## src/hdl/vrr_pkg.sv

```systemverilog
package vrr_pkg;

    localparam int SAMPLE_W   = 16;
    localparam int STEP_W     = 19;
    localparam int COEF_W     = 18;
    localparam int LO_W       = 18;
    localparam int ACC_W      = 38;
    localparam int PAIR_W     = 17;
    localparam int GUARD      = 7;
    localparam int MAX_OUT    = 8;
    localparam int NUM_TAPS   = 6;
    localparam int CNT_W      = 3;
    localparam int STEP_RESET = 65536;

    typedef enum logic [1:0] {
        MUL_LO,
        MUL_HI,
        MUL_COEF
    } mul_sel_t;

    typedef enum logic [2:0] {
        ACC_HOLD,
        ACC_CLEAR,
        ACC_ADD,
        ACC_SAVE_LO,
        ACC_HORNER
    } acc_op_t;

    typedef struct packed {
        logic       wr_sample;
        logic       clr_wr;
        logic       tap_start;
        logic       rd;
        logic       tap_shift;
        logic       mul_en;
        mul_sel_t   mul_sel;
        acc_op_t    acc_op;
        logic [2:0] cidx;
        logic [1:0] pair;
        logic       round;
        logic       advance;
        logic       push;
        logic       last;
    } vrr_cmd_t;

    typedef struct packed {
        logic clr_last;
        logic avail;
        logic slot_free;
    } vrr_status_t;

    // Polynomial coefficient cidx is a weighted sum of the three tap pairs.
    function automatic logic signed [COEF_W-1:0] coef_value(input logic [2:0] cidx,
                                                            input logic [1:0] pair);
        logic signed [COEF_W-1:0] v;
        v = '0;
        case ({cidx, pair})
            5'b000_00: v = 18'sd111899;
            5'b000_01: v = 18'sd18974;
            5'b000_10: v = 18'sd199;
            5'b001_00: v = 18'sd93931;
            5'b001_01: v = 18'sd53613;
            5'b001_10: v = 18'sd1475;
            5'b010_00: v = -18'sd56888;
            5'b010_01: v = 18'sd52563;
            5'b010_10: v = 18'sd4324;
            5'b011_00: v = -18'sd65831;
            5'b011_01: v = 18'sd11070;
            5'b011_10: v = 18'sd6524;
            5'b100_00: v = 18'sd10923;
            5'b100_01: v = -18'sd16385;
            5'b100_10: v = 18'sd5462;
            5'b101_00: v = 18'sd21888;
            5'b101_01: v = -18'sd10944;
            5'b101_10: v = 18'sd2189;
            default:   v = '0;
        endcase
        return v;
    endfunction

endpackage

```

## src/hdl/vrr_ctrl.sv

```systemverilog
module vrr_ctrl (
    input  logic                 clk,
    input  logic                 rst_n,
    input  logic                 in_valid,
    output logic                 in_ready,
    input  vrr_pkg::vrr_status_t st,
    output vrr_pkg::vrr_cmd_t    cmd
);
    import vrr_pkg::*;

    typedef enum logic [7:0] {
        S_CLEAR = 8'b0000_0001,
        S_IDLE  = 8'b0000_0010,
        S_CHECK = 8'b0000_0100,
        S_TAPS  = 8'b0000_1000,
        S_C5    = 8'b0001_0000,
        S_HORN  = 8'b0010_0000,
        S_ROUND = 8'b0100_0000,
        S_PUSH  = 8'b1000_0000
    } state_t;

    state_t           state_reg, state_next;
    logic [CNT_W-1:0] cnt_reg, cnt_next;
    logic [2:0]       k_reg, k_next;
    logic [CNT_W-1:0] n_reg, n_next;
    logic             last_c;

    always_ff @(posedge clk or negedge rst_n) begin
        if (!rst_n)
        begin
            state_reg <= S_CLEAR;
            cnt_reg   <= '0;
            k_reg     <= '0;
            n_reg     <= '0;
        end
        else
        begin
            state_reg <= state_next;
            cnt_reg   <= cnt_next;
            k_reg     <= k_next;
            n_reg     <= n_next;
        end
    end

    assign last_c = !st.avail || (n_reg == CNT_W'(MAX_OUT - 1));

    always_comb begin
        state_next = state_reg;
        cnt_next   = cnt_reg;
        k_next     = k_reg;
        n_next     = n_reg;
        cmd        = '0;
        in_ready   = 1'b0;
        case (state_reg)
            S_CLEAR:
            begin
                cmd.clr_wr = 1'b1;
                if (st.clr_last)
                    state_next = S_IDLE;
            end
            S_IDLE:
            begin
                in_ready = 1'b1;
                if (in_valid)
                begin
                    cmd.wr_sample = 1'b1;
                    n_next        = '0;
                    state_next    = S_CHECK;
                end
            end
            S_CHECK:
            begin
                if (st.avail)
                begin
                    cmd.tap_start = 1'b1;
                    cnt_next      = '0;
                    state_next    = S_TAPS;
                end
                else
                    state_next = S_IDLE;
            end
            S_TAPS:
            begin
                cmd.rd        = (cnt_reg < CNT_W'(NUM_TAPS));
                cmd.tap_shift = (cnt_reg != '0);
                if (cnt_reg == CNT_W'(NUM_TAPS))
                begin
                    cnt_next   = '0;
                    state_next = S_C5;
                end
                else
                    cnt_next = cnt_reg + 1'b1;
            end
            S_C5:
            begin
                cmd.cidx    = 3'd5;
                cmd.pair    = cnt_reg[1:0];
                cmd.mul_sel = MUL_COEF;
                cmd.mul_en  = (cnt_reg < 3'd3);
                cmd.acc_op  = (cnt_reg == '0) ? ACC_CLEAR : ACC_ADD;
                if (cnt_reg == 3'd3)
                begin
                    cnt_next   = '0;
                    k_next     = 3'd4;
                    state_next = S_HORN;
                end
                else
                    cnt_next = cnt_reg + 1'b1;
            end
            S_HORN:
            begin
                cmd.cidx = k_reg;
                cnt_next = cnt_reg + 1'b1;
                case (cnt_reg)
                    3'd0:
                    begin
                        cmd.mul_en  = 1'b1;
                        cmd.mul_sel = MUL_LO;
                    end
                    3'd1:
                    begin
                        cmd.mul_en  = 1'b1;
                        cmd.mul_sel = MUL_HI;
                        cmd.acc_op  = ACC_SAVE_LO;
                    end
                    3'd2:
                    begin
                        cmd.mul_en  = 1'b1;
                        cmd.mul_sel = MUL_COEF;
                        cmd.pair    = 2'd0;
                        cmd.acc_op  = ACC_HORNER;
                    end
                    3'd3:
                    begin
                        cmd.mul_en  = 1'b1;
                        cmd.mul_sel = MUL_COEF;
                        cmd.pair    = 2'd1;
                        cmd.acc_op  = ACC_ADD;
                    end
                    3'd4:
                    begin
                        cmd.mul_en  = 1'b1;
                        cmd.mul_sel = MUL_COEF;
                        cmd.pair    = 2'd2;
                        cmd.acc_op  = ACC_ADD;
                    end
                    default:
                    begin
                        cmd.acc_op = ACC_ADD;
                        cnt_next   = '0;
                        if (k_reg == '0)
                            state_next = S_ROUND;
                        else
                            k_next = k_reg - 1'b1;
                    end
                endcase
            end
            S_ROUND:
            begin
                cmd.round   = 1'b1;
                cmd.advance = 1'b1;
                state_next  = S_PUSH;
            end
            S_PUSH:
            begin
                if (st.slot_free)
                begin
                    cmd.push = 1'b1;
                    cmd.last = last_c;
                    n_next   = n_reg + 1'b1;
                    if (last_c)
                        state_next = S_IDLE;
                    else
                    begin
                        cmd.tap_start = 1'b1;
                        cnt_next      = '0;
                        state_next    = S_TAPS;
                    end
                end
            end
            default:
                state_next = S_CLEAR;
        endcase
    end

endmodule

```

## src/hdl/vrr_datapath.sv

```systemverilog
module vrr_datapath #(
    parameter int RING_DEPTH    = 16,
    parameter int FRACTION_BITS = 16
) (
    input  logic                                clk,
    input  logic                                rst_n,
    input  vrr_pkg::vrr_cmd_t                   cmd,
    output vrr_pkg::vrr_status_t                st,
    input  logic signed [vrr_pkg::SAMPLE_W-1:0] in_sample,
    input  logic [vrr_pkg::STEP_W-1:0]          read_step,
    input  logic                                out_ready,
    output logic                                out_valid,
    output logic signed [vrr_pkg::SAMPLE_W-1:0] out_sample,
    output logic                                run_last
);
    import vrr_pkg::*;

    localparam int AW     = $clog2(RING_DEPTH);
    localparam int POS_W  = AW + FRACTION_BITS;
    localparam int CW     = (POS_W + 1 > STEP_W + 1) ? POS_W + 1 : STEP_W + 1;
    localparam int OA_W   = ACC_W - LO_W;
    localparam int MB_W   = (FRACTION_BITS > COEF_W) ? FRACTION_BITS : COEF_W;
    localparam int PROD_W = OA_W + MB_W;
    localparam int FULL_W = PROD_W + LO_W;
    localparam logic [CW-1:0] SPAN = CW'(RING_DEPTH) << FRACTION_BITS;
    localparam logic [AW-1:0] LAST_ADDR = AW'(RING_DEPTH - 1);

    logic [SAMPLE_W-1:0]         ring_mem [RING_DEPTH];
    logic [SAMPLE_W-1:0]         rd_data_reg;
    logic signed [SAMPLE_W-1:0]  tap_reg [NUM_TAPS];

    logic [AW-1:0]               wp_reg, rw_reg, tap_addr_reg;
    logic [FRACTION_BITS-1:0]    rf_reg;

    logic signed [PROD_W-1:0]    prod_reg, lo_reg;
    logic signed [ACC_W-1:0]     acc_reg;
    logic signed [SAMPLE_W-1:0]  res_reg;
    logic                        out_valid_reg, out_last_reg;
    logic signed [SAMPLE_W-1:0]  out_sample_reg;

    logic                        we;
    logic [AW-1:0]               waddr;
    logic [SAMPLE_W-1:0]         wdata;

    logic [AW-1:0]               tw;
    logic [CW-1:0]               pos_ext, tgt_ext, diff, room, npos, npos_w;
    logic signed [FRACTION_BITS-1:0] z;
    logic signed [PAIR_W-1:0]    pair_val;
    logic signed [OA_W-1:0]      mul_a;
    logic signed [MB_W-1:0]      mul_b;
    logic signed [PROD_W-1:0]    mul_p;
    logic signed [FULL_W-1:0]    full, full_sh;
    logic signed [ACC_W-1:0]     bias, rsum;
    logic signed [OA_W-1:0]      rq;
    logic signed [SAMPLE_W-1:0]  sat;

    function automatic logic [AW-1:0] next_addr(input logic [AW-1:0] a);
        return (a == LAST_ADDR) ? '0 : a + 1'b1;
    endfunction

    // Ring memory: one write port, one registered read port.
    assign we    = cmd.wr_sample | cmd.clr_wr;
    assign waddr = cmd.wr_sample ? wp_reg : tap_addr_reg;
    assign wdata = cmd.wr_sample ? in_sample : '0;

    always_ff @(posedge clk) begin
        if (we)
            ring_mem[waddr] <= wdata;
        if (cmd.rd)
            rd_data_reg <= ring_mem[tap_addr_reg];
    end

    // Position and addressing.
    assign tw      = (wp_reg >= AW'(GUARD)) ? wp_reg - AW'(GUARD)
                                            : wp_reg + AW'(RING_DEPTH - GUARD);
    assign pos_ext = CW'({rw_reg, rf_reg});
    assign tgt_ext = CW'({tw, {FRACTION_BITS{1'b0}}});
    assign diff    = tgt_ext - pos_ext;
    assign room    = (tgt_ext >= pos_ext) ? diff : diff + SPAN;
    assign npos    = pos_ext + CW'(read_step);
    assign npos_w  = (npos >= SPAN) ? npos - SPAN : npos;

    always_ff @(posedge clk or negedge rst_n) begin
        if (!rst_n)
        begin
            wp_reg        <= '0;
            rw_reg        <= '0;
            rf_reg        <= '0;
            tap_addr_reg  <= '0;
            out_valid_reg <= 1'b0;
        end
        else
        begin
            if (cmd.wr_sample)
                wp_reg <= next_addr(wp_reg);
            if (cmd.tap_start)
                tap_addr_reg <= rw_reg;
            else if (cmd.rd || cmd.clr_wr)
                tap_addr_reg <= next_addr(tap_addr_reg);
            if (cmd.advance)
            begin
                rw_reg <= npos_w[FRACTION_BITS +: AW];
                rf_reg <= npos_w[FRACTION_BITS-1:0];
            end
            if (cmd.push)
                out_valid_reg <= 1'b1;
            else if (out_ready)
                out_valid_reg <= 1'b0;
        end
    end

    // Tap pairs and the shared multiplier.
    assign z = $signed({~rf_reg[FRACTION_BITS-1], rf_reg[FRACTION_BITS-2:0]});

    always_comb begin
        pair_val = '0;
        case (cmd.pair)
            2'd0: pair_val = cmd.cidx[0] ? PAIR_W'(tap_reg[3]) - PAIR_W'(tap_reg[2])
                                         : PAIR_W'(tap_reg[3]) + PAIR_W'(tap_reg[2]);
            2'd1: pair_val = cmd.cidx[0] ? PAIR_W'(tap_reg[4]) - PAIR_W'(tap_reg[1])
                                         : PAIR_W'(tap_reg[4]) + PAIR_W'(tap_reg[1]);
            2'd2: pair_val = cmd.cidx[0] ? PAIR_W'(tap_reg[5]) - PAIR_W'(tap_reg[0])
                                         : PAIR_W'(tap_reg[5]) + PAIR_W'(tap_reg[0]);
            default: pair_val = '0;
        endcase
    end

    always_comb begin
        mul_a = '0;
        mul_b = '0;
        case (cmd.mul_sel)
            MUL_LO:
            begin
                mul_a = $signed({{(OA_W-LO_W){1'b0}}, acc_reg[LO_W-1:0]});
                mul_b = MB_W'(z);
            end
            MUL_HI:
            begin
                mul_a = $signed(acc_reg[ACC_W-1:LO_W]);
                mul_b = MB_W'(z);
            end
            MUL_COEF:
            begin
                mul_a = OA_W'(pair_val);
                mul_b = MB_W'(coef_value(cmd.cidx, cmd.pair));
            end
            default:
            begin
                mul_a = '0;
                mul_b = '0;
            end
        endcase
    end

    // Both operands are sign extended so the product keeps all of its bits.
    assign mul_p = PROD_W'(mul_a) * PROD_W'(mul_b);

    // Horner step: full product of acc and z from two partial products, floored.
    assign full    = (FULL_W'(prod_reg) <<< LO_W) + FULL_W'(lo_reg);
    assign full_sh = full >>> FRACTION_BITS;

    // Round half away from zero, then saturate.
    assign bias = acc_reg[ACC_W-1] ? ACC_W'((1 << (LO_W - 1)) - 1) : ACC_W'(1 << (LO_W - 1));
    assign rsum = acc_reg + bias;
    assign rq   = $signed(rsum[ACC_W-1:LO_W]);

    always_comb begin
        if (rq > OA_W'(32767))
            sat = 16'sh7FFF;
        else if (rq < -OA_W'(32768))
            sat = -16'sh8000;
        else
            sat = rq[SAMPLE_W-1:0];
    end

    always_ff @(posedge clk) begin
        if (cmd.tap_shift)
        begin
            for (int i = 0; i < NUM_TAPS - 1; i++)
                tap_reg[i] <= tap_reg[i+1];
            tap_reg[NUM_TAPS-1] <= rd_data_reg;
        end
        if (cmd.mul_en)
            prod_reg <= mul_p;
        case (cmd.acc_op)
            ACC_CLEAR:   acc_reg <= '0;
            ACC_ADD:     acc_reg <= acc_reg + $signed(prod_reg[ACC_W-1:0]);
            ACC_SAVE_LO: lo_reg  <= prod_reg;
            ACC_HORNER:  acc_reg <= full_sh[ACC_W-1:0];
            default:     acc_reg <= acc_reg;
        endcase
        if (cmd.round)
            res_reg <= sat;
        if (cmd.push)
        begin
            out_sample_reg <= res_reg;
            out_last_reg   <= cmd.last;
        end
    end

    assign st.clr_last  = (tap_addr_reg == LAST_ADDR);
    assign st.avail     = (CW'(read_step) <= room);
    assign st.slot_free = !out_valid_reg || out_ready;

    assign out_valid  = out_valid_reg;
    assign out_sample = out_sample_reg;
    assign run_last   = out_last_reg;

endmodule

```

## src/hdl/variable_ratio_resampler.sv

```systemverilog
// Variable ratio audio resampler with a six-point fifth-order polynomial interpolator.
//
// Input samples arrive on the in_valid/in_ready channel, one transaction per sample.
// Each sample is written into a ring; every output position that has fallen far
// enough behind the write position yields one interpolated sample on the
// out_valid/out_ready channel, at most eight per input. run_last marks the last
// output caused by an input. The read step is set through the APB port at address 0
// and must be written only while the block is idle; the block does not enforce this.
//
// One output is formed in order: the six taps are read through the single memory
// port, the one shared multiplier forms the coefficients and the Horner steps, the
// result is rounded, and then it is loaded into the output register.
// After reset the ring is cleared one entry a cycle, so in_ready stays low until
// every entry is cleared. A stalled receiver holds the result in the output register;
// the next result waits behind it, and a new input is taken after the last one.
module variable_ratio_resampler #(
    parameter int RING_DEPTH    = 16,
    parameter int FRACTION_BITS = 16
) (
    input  logic                                clk,
    input  logic                                rst_n,
    input  logic                                in_valid,
    output logic                                in_ready,
    input  logic signed [vrr_pkg::SAMPLE_W-1:0] in_sample,
    output logic                                out_valid,
    input  logic                                out_ready,
    output logic signed [vrr_pkg::SAMPLE_W-1:0] out_sample,
    output logic                                run_last,
    input  logic                                psel,
    input  logic                                penable,
    input  logic                                pwrite,
    input  logic [2:0]                          paddr,
    input  logic [31:0]                         pwdata,
    output logic [31:0]                         prdata,
    output logic                                pready
);
    import vrr_pkg::*;

    logic [STEP_W-1:0] step_reg;
    vrr_cmd_t          cmd;
    vrr_status_t       st;
    logic              reg_hit;

    // The only register is decoded from paddr[2] alone: addresses 0 to 3 reach it, others read as zero.
    assign reg_hit = (paddr[2] == 1'b0);
    assign pready  = 1'b1;
    assign prdata  = reg_hit ? 32'(step_reg) : '0;

    always_ff @(posedge clk or negedge rst_n) begin
        if (!rst_n)
            step_reg <= STEP_W'(STEP_RESET);
        else if (psel && penable && pwrite && reg_hit)
            step_reg <= pwdata[STEP_W-1:0];
    end

    vrr_ctrl u_ctrl (
        .clk      (clk),
        .rst_n    (rst_n),
        .in_valid (in_valid),
        .in_ready (in_ready),
        .st       (st),
        .cmd      (cmd)
    );

    vrr_datapath #(
        .RING_DEPTH    (RING_DEPTH),
        .FRACTION_BITS (FRACTION_BITS)
    ) u_dp (
        .clk        (clk),
        .rst_n      (rst_n),
        .cmd        (cmd),
        .st         (st),
        .in_sample  (in_sample),
        .read_step  (step_reg),
        .out_ready  (out_ready),
        .out_valid  (out_valid),
        .out_sample (out_sample),
        .run_last   (run_last)
    );

endmodule

```

## config.mk

```make
export PLATFORM = sky130hd
export DESIGN_NAME = variable_ratio_resampler
export DESIGN_NICKNAME = d
export VERILOG_FILES = /design/src/hdl/vrr_pkg.sv /design/src/hdl/vrr_ctrl.sv /design/src/hdl/vrr_datapath.sv /design/src/hdl/variable_ratio_resampler.sv
export SDC_FILE = /design/constraint.sdc
export NUM_CORES = 2
export LEC_CHECK = 0
export BUFFER_PORTS_ARGS = -buffer_cell sky130_fd_sc_hd__buf_2
export CAP_MARGIN = 10
export CORE_MARGIN = 2
export CORE_UTILIZATION = 40
export CTS_BUF_LIST = sky130_fd_sc_hd__clkbuf_8
export CTS_CLUSTER_DIAMETER = 60
export CTS_CLUSTER_SIZE = 25
export DETAILED_ROUTE_END_ITERATION = 10
export GPL_TIMING_DRIVEN = 0
export PLACE_DENSITY = 0.54
export SLEW_MARGIN = 30
export SYNTH_ARGS = -nofsm -noshare
export SYNTH_HDL_FRONTEND = slang
export SYNTH_SLANG_ARGS = --single-unit
```

## constraint.sdc

```tcl
create_clock -name clk -period 14.45 [get_ports clk]
set_input_delay 1.445 -clock clk [delete_from_list [all_inputs] [get_ports clk]]
set_output_delay 1.445 -clock clk [all_outputs]
set_load 0.1 [all_outputs]
```

# Word level (Yosys, flattened, before mapping)

Memories as Yosys holds them, arrays and structs flattened. A register that Yosys moved wholly into a read port is not among the register bits.
Cells that the tools add are included.

Add/sub/neg operators: 20
Multipliers: 1
$lt $le $gt $ge: 8
Eq/ne operators: 34
Mux-type cells: 66
Bitwise gates (word level): 3
Reduce and logical (&&, ||, !) cells: 27

Operators with widths:

| cell                                                            | number |
|---|---|
| one-hot mux 38 bit (3 select lines)                             | 1 |
| adder 38 bit                                                    | 2 |
| one-hot mux 8 bit (8 select lines)                              | 1 |
| one-hot mux 20 bit (3 select lines)                             | 1 |
| two-way mux 8 bit                                               | 7 |
| adder 54 x 38 -> 54 bit                                         | 1 |
| adder 16 x 16 -> 17 bit                                         | 3 |
| two-way mux 17 bit                                              | 3 |
| one-hot mux 17 bit (3 select lines)                             | 1 |
| subtractor 16 x 16 -> 17 bit                                    | 3 |
| multiplier 20 x 18 -> 38 bit                                    | 1 |
| one-hot mux 18 bit (2 select lines)                             | 1 |
| two-way mux 3 bit                                               | 11 |
| two-way mux 16 bit                                              | 2 |
| two-way mux 4 bit                                               | 8 |
| one-hot mux 11 bit (2 select lines)                             | 1 |
| adder 20 x 19 -> 21 bit                                         | 1 |
| adder 21 bit, second input constant                             | 1 |
| >= comparator 21 bit, second input constant                     | 1 |
| less-or-equal comparator 19 x 21 -> 1 bit                       | 1 |
| two-way mux 21 bit                                              | 1 |
| subtractor 20 x 20 -> 21 bit                                    | 1 |
| >= comparator 20 bit                                            | 1 |
| greater-than comparator 20 x 16 -> 1 bit, second input constant | 1 |
| 53 further kinds                                                | 104 |

Register bits after elaboration: 212
Memory bits (writable): 352
Memory bits (read-only): 576
Output and inout bits: 52
Memories kept: 3

Memories:

| name             | words | bits a word | read ports | clocked after memory_dff | write ports | line               | source |
|---|---|---|---|---|---|---|---|
| (name not given) | 32    | 18          | 1          | 0                        | 0           | vrr_pkg.sv:57      | `case ({cidx, pair})` |
| u_dp.ring_mem    | 16    | 16          | 1          | 1                        | 1           | vrr_datapath.sv:28 | `logic [SAMPLE_W-1:0] ring_mem [RING_DEPTH];` |
| u_dp.tap_reg     | 6     | 16          | 6          | 0                        | 6           | vrr_datapath.sv:30 | `logic signed [SAMPLE_W-1:0] tap_reg [NUM_TAPS];` |

# Longest topological paths before layout

Word-level depth: 12
Depth in mapped cells: 43

# Cells and area by module

Synthesis repeated with hierarchy kept, for this count alone.

Cell total of the unflattened synthesis: 4070
Area, all modules: 44785.5 um^2

By module, submodules not included:

| module                   | times used | cells each | area each (um^2) |
|---|---|---|---|
| vrr_datapath             | 1          | 3822       | 42339.4 |
| vrr_ctrl                 | 1          | 170        | 1410.1 |
| variable_ratio_resampler | 1          | 78         | 1036.0 |

# Worst setup path before layout

No wires, ideal clock.

Path kind: register to register
Start point: register u_ctrl.state_reg[1]
End point: register u_dp.prod_reg[36], data pin
Setup time: 258 ps
Data arrival time: 10365 ps
Data required time: 14192 ps
Slack: 3828 ps
Cell stages (with the launch flop): 43
Buffers on the path: 6
Clock period less this slack: 10622 ps
Cell sequence: dfrtp_1 > nor4_4 > o211a_1 > buf_2 > buf_1 > buf_1 > clkbuf_1 > nor2_1 > xnor2_1 > ha_1 > a21o_1 > a21o_1 > a2111oi_2 > o41ai_2 > a211oi_1 > a21o_1 > nand3_1 > a41oi_1 > [... 7 more ...] > inv_1 > fa_1 > fa_1 > inv_1 > fa_1 > inv_1 > fa_1 > inv_1 > ha_1 > a22o_1 > or4_1 > o221ai_1 > o211ai_1 > and4_1 > or3_1 > a31o_1 > a21oi_1 > xnor2_1

Word-level cells in the longest chain between the ends: 6

RTL lines:

| item                                                                    | line                | source |
|---|---|---|
| start, declared                                                         | vrr_ctrl.sv:22      | `state_t state_reg, state_next;` |
| start signal, assigned                                                  | vrr_ctrl.sv:38      | `state_reg <= state_next;` |
| == test 8 x 6 -> 1 bit / == test 8 x 5 -> 1 bit (equally long branches) | vrr_ctrl.sv:54      | `case (state_reg)` |
| one-hot mux 11 bit (2 select lines) *                                   | vrr_ctrl.sv:54      |  |
| branches (longest 3 deep; another with memory read (32 x 18 bit))       | n/a                 |  |
| multiplier 20 x 18 -> 38 bit *                                          | vrr_datapath.sv:156 | `assign mul_p = PROD_W'(mul_a) * PROD_W'(mul_b);` |
| via u_dp.mul_p[36]                                                      | vrr_datapath.sv:51  | `logic signed [PROD_W-1:0] mul_p;` |
| end signal, assigned                                                    | vrr_datapath.sv:184 | `prod_reg <= mul_p;` |
| end, declared                                                           | vrr_datapath.sv:35  | `logic signed [PROD_W-1:0] prod_reg, lo_reg;` |

Mark *: on every way through the listed nets, which the timed path passes.
A chain may end at the register's enable or synchronous reset.

# Worst setup path after layout

Ends and elaborated chain as after synthesis.

==> run summary <==
Overall die height: 337.4 microns
Total power: 4.767 mW
Input/output buffers: 80
Synth Area in Simple Gates: 0.1121
Clock skew: 74.79 ps
FF-to-FF setup slack: 1050 ps
Setup WS post-layout: 1050 ps
Post-synthesis sequential area ratio: 0.3737
Main combinational cell family by area after synthesis: adder cells
Die area: 113800 sq um
Hold Worst Slack: 428.6 ps
Clk sink count: 564
Initial core utilization: 0.4022
Fin nets: 5012
Final HPWL DP: 101100 microns
Initial antenna violation count: 4
Post CTS Setup Buffer Count: 0
WP data arrival: 13860 ps
DR WL/cell: 22.09 microns
DRC viols: 0
Post-synth EDFFs: 499
Root Driver: clkbuf_8
Syn_area_per_cell: 10.78 sq um
RSZ-0062 raised after global routing: false
Die outline width: 337.4 microns
# hold bufs at CTS: 0
Syn Inst Count: 4123
Layout cells sized above 1: 0.08360
HP Start: u_dp.res_reg[14]$_SDFFCE_PN1P_
Primary FF master, synth: edfxtp_1
Delay of the slowest critical-path stage: 710 ps
Leak: 20.19 nW
Post-DR vias/cell: 5.395
Synthesized area: 44450 sq um
Final Critical Period: 13400 ps
I/O pins: 110
Maximum fanout along the worst path: 10
Post-synthesis compound-gate area fraction: 0.1176
Overall routing resource usage: 0.2278
Vias post-DR: 31405
Reg2reg start: u_ctrl.state_reg[1]$_DFFE_PN0P_
Final instance area: 48640 sq um
Dpl ws: 899.8 ps
Initial detailed-routing violation count: 2167
Post-cts resize count: 0
Clock transition at the registers of the reported paths: 130 ps
Pwr per Cell Area: 97.99 nW/um^2
Area share of the largest cell type after synthesis: 0.3371
Synth area leaders: edfxtp_1, fa_1, ha_1
Overflow after GRT: 0
Critical path capture point type: register
Max_cap viols: 0
Vias in the first global route: 31383
TritonRoute pass-1 iters: 8
Distinct cells, synth: 98
Final setup viols: 0
Data required, critical path: 14910 ps
FFs w/ async S/R, synth: 0.1152
Inserted Clock Buffers: 51
Final period util: 0.9274
Most Crowded Layer GR: met2
Startpoint types: register
Pin count of the biggest net entering global routing: 39
Largest register FFs: 256
XOR/XNOR Fraction of Synth Area: 0.04630
Most frequent CP cell: fa_1
Hold Crit Class: register to register
Dominant cell type by area after synthesis: edfxtp_1
Cell at the slowest stage of the critical path: o22ai_2
First-pass GRT wire length: 195300 microns
Bufs on Longest Clock Path: 3
Global Route met1 Usage: 0.3244
Yosys warnings: 0
Met2 usage in global routing: 0.3661
Status: complete, no violations
CORE AREA: 110500 sq um
Fin Setup TNS: 0 ps
FP Rows: 122
Remaining antenna violation count: 0
Slew Limit Fails: 0
Mux contribution to synthesized area: 0.04276
Dpl cell area: 47270 sq um
P&R area growth vs syn: 9.432%
Final Wtd Congestion: 0.9305
Worst-Skew Late Latency: 750 ps
#FFs+latches synth: 564
Final Hold Viols: 0
M3 GR Usage: 0.03315
Slew @ Worst Pin: 1045 ps
Htree depth: 2
Worst vdd ir: 0.0001152 V
CTS tree: done
Synth Area in Adders: 0.2493
Overall routed net length: 128600 microns
Fmax: 74.63 MHz
Slew headroom: 0.2987
WS Path Type: register to register
Worst Setup SP: u_ctrl.state_reg[1]$_DFFE_PN0P_
power by group:
group	switching (mW)	internal, mW	leakage (nW)
Combinational	1.01	0.565	14.2
Clock	0.710	0.488	0.653
Sequential	0.0618	1.93	5.33
Total	1.78	2.99	20.2
worst paths after layout:
kind / endpoint / cells after the start
max in group asynchronous: u_ctrl.state_reg[0]$_DFFE_PN1P_ / 2
min in group asynchronous: step_reg[7]$_DFFE_PN0P_ / 1
setup reg to reg: u_dp.prod_reg[36]$_DFFE_PP_ / 38
hold / removal: u_dp.out_sample[14]$_DFFE_PP_ / 0
setup / recovery: u_dp.prod_reg[36]$_DFFE_PP_ / 38
hold reg to reg: u_dp.out_sample[14]$_DFFE_PP_ / 0
Yosys cell counts, types with 10 or more instances:
master	n
buf_1	11
mux2i_1	83
or3_1	25
fa_1	368
a211oi_1	19
mux4_2	32
a31oi_1	23
a22oi_1	26
a21oi_1	187
nand4_1	19
a221oi_1	21
nand2b_1	38
dfrtp_1	63
a22o_1	13
buf_2	16
and2_1	77
inv_1	511
o21a_1	36
o21bai_1	18
o22ai_1	56
o21ai_1	10
clkbuf_1	114
nor4_1	10
nor2b_1	73
nand2_1	396
nor2_1	241
edfxtp_1	499
o31ai_1	24
xnor2_1	132
or2_2	10
and3_1	22
o211ai_1	11
a21o_1	80
nand3_1	42
o21ai_0	158
buf_4	14
mux2_2	31
ha_1	297
nor3_1	53
xor2_1	103
cells by family after synthesis:
family | after synthesis
fa+ha+maj | 665
mux | 146
simple gates | 1053
buf+inv | 668
other cells | 2
compound gates | 790
flops | 564
xor+xnor | 235
metrics by stage:
step           std cells    util
6_report            5821  0.4402
2_1_floorplan       4135       -
3_3_place_gp        5703  0.4231
4_1_cts             5816  0.4399
3_5_place_dp        5722  0.4277
5_1_grt             5818  0.4401
routing by layer:
metal	vias to the layer above	part of all wire
met5	-	0.00020
met4	4	0.023
met3	176	0.060
met2	921	0.46
met1	15672	0.46
li1	14632	-
final cells by class:
| cell class | instances | area, sq um |
|---|---|---|
| fill | 10514 | 61870 |
| multi-input combinational | 2903 | 25530 |
| sequential | 564 | 16610 |
| inverter | 513 | 1926 |
| tap | 1488 | 1862 |
| clock buffer | 51 | 701.9 |
| timing repair buffer | 101 | 701.9 |
| buffer | 155 | 658.1 |
| clock inverter | 43 | 645.6 |
| antenna | 3 | 7.507 |
placed cells by master (no fill, tap or decap), types with 103 or more instances in the layout:
cell,instances
xnor2_1,132
fa_1,368
ha_1,297
clkbuf_1,114
edfxtp_1,499
o21ai_0,158
nor2_1,222
inv_1,510
xor2_1,103
nand2_1,395
a21oi_1,186
worst max-delay path, delay by kind of cell (launching register included):
family	cells	cell delay [ps]
fa+ha+maj	8	3740
simple gates	6	1790
compound gates	13	4280
buf+inv	8	2370
flops	1	460
xor+xnor	3	430
(Power assumes the default switching activity.)
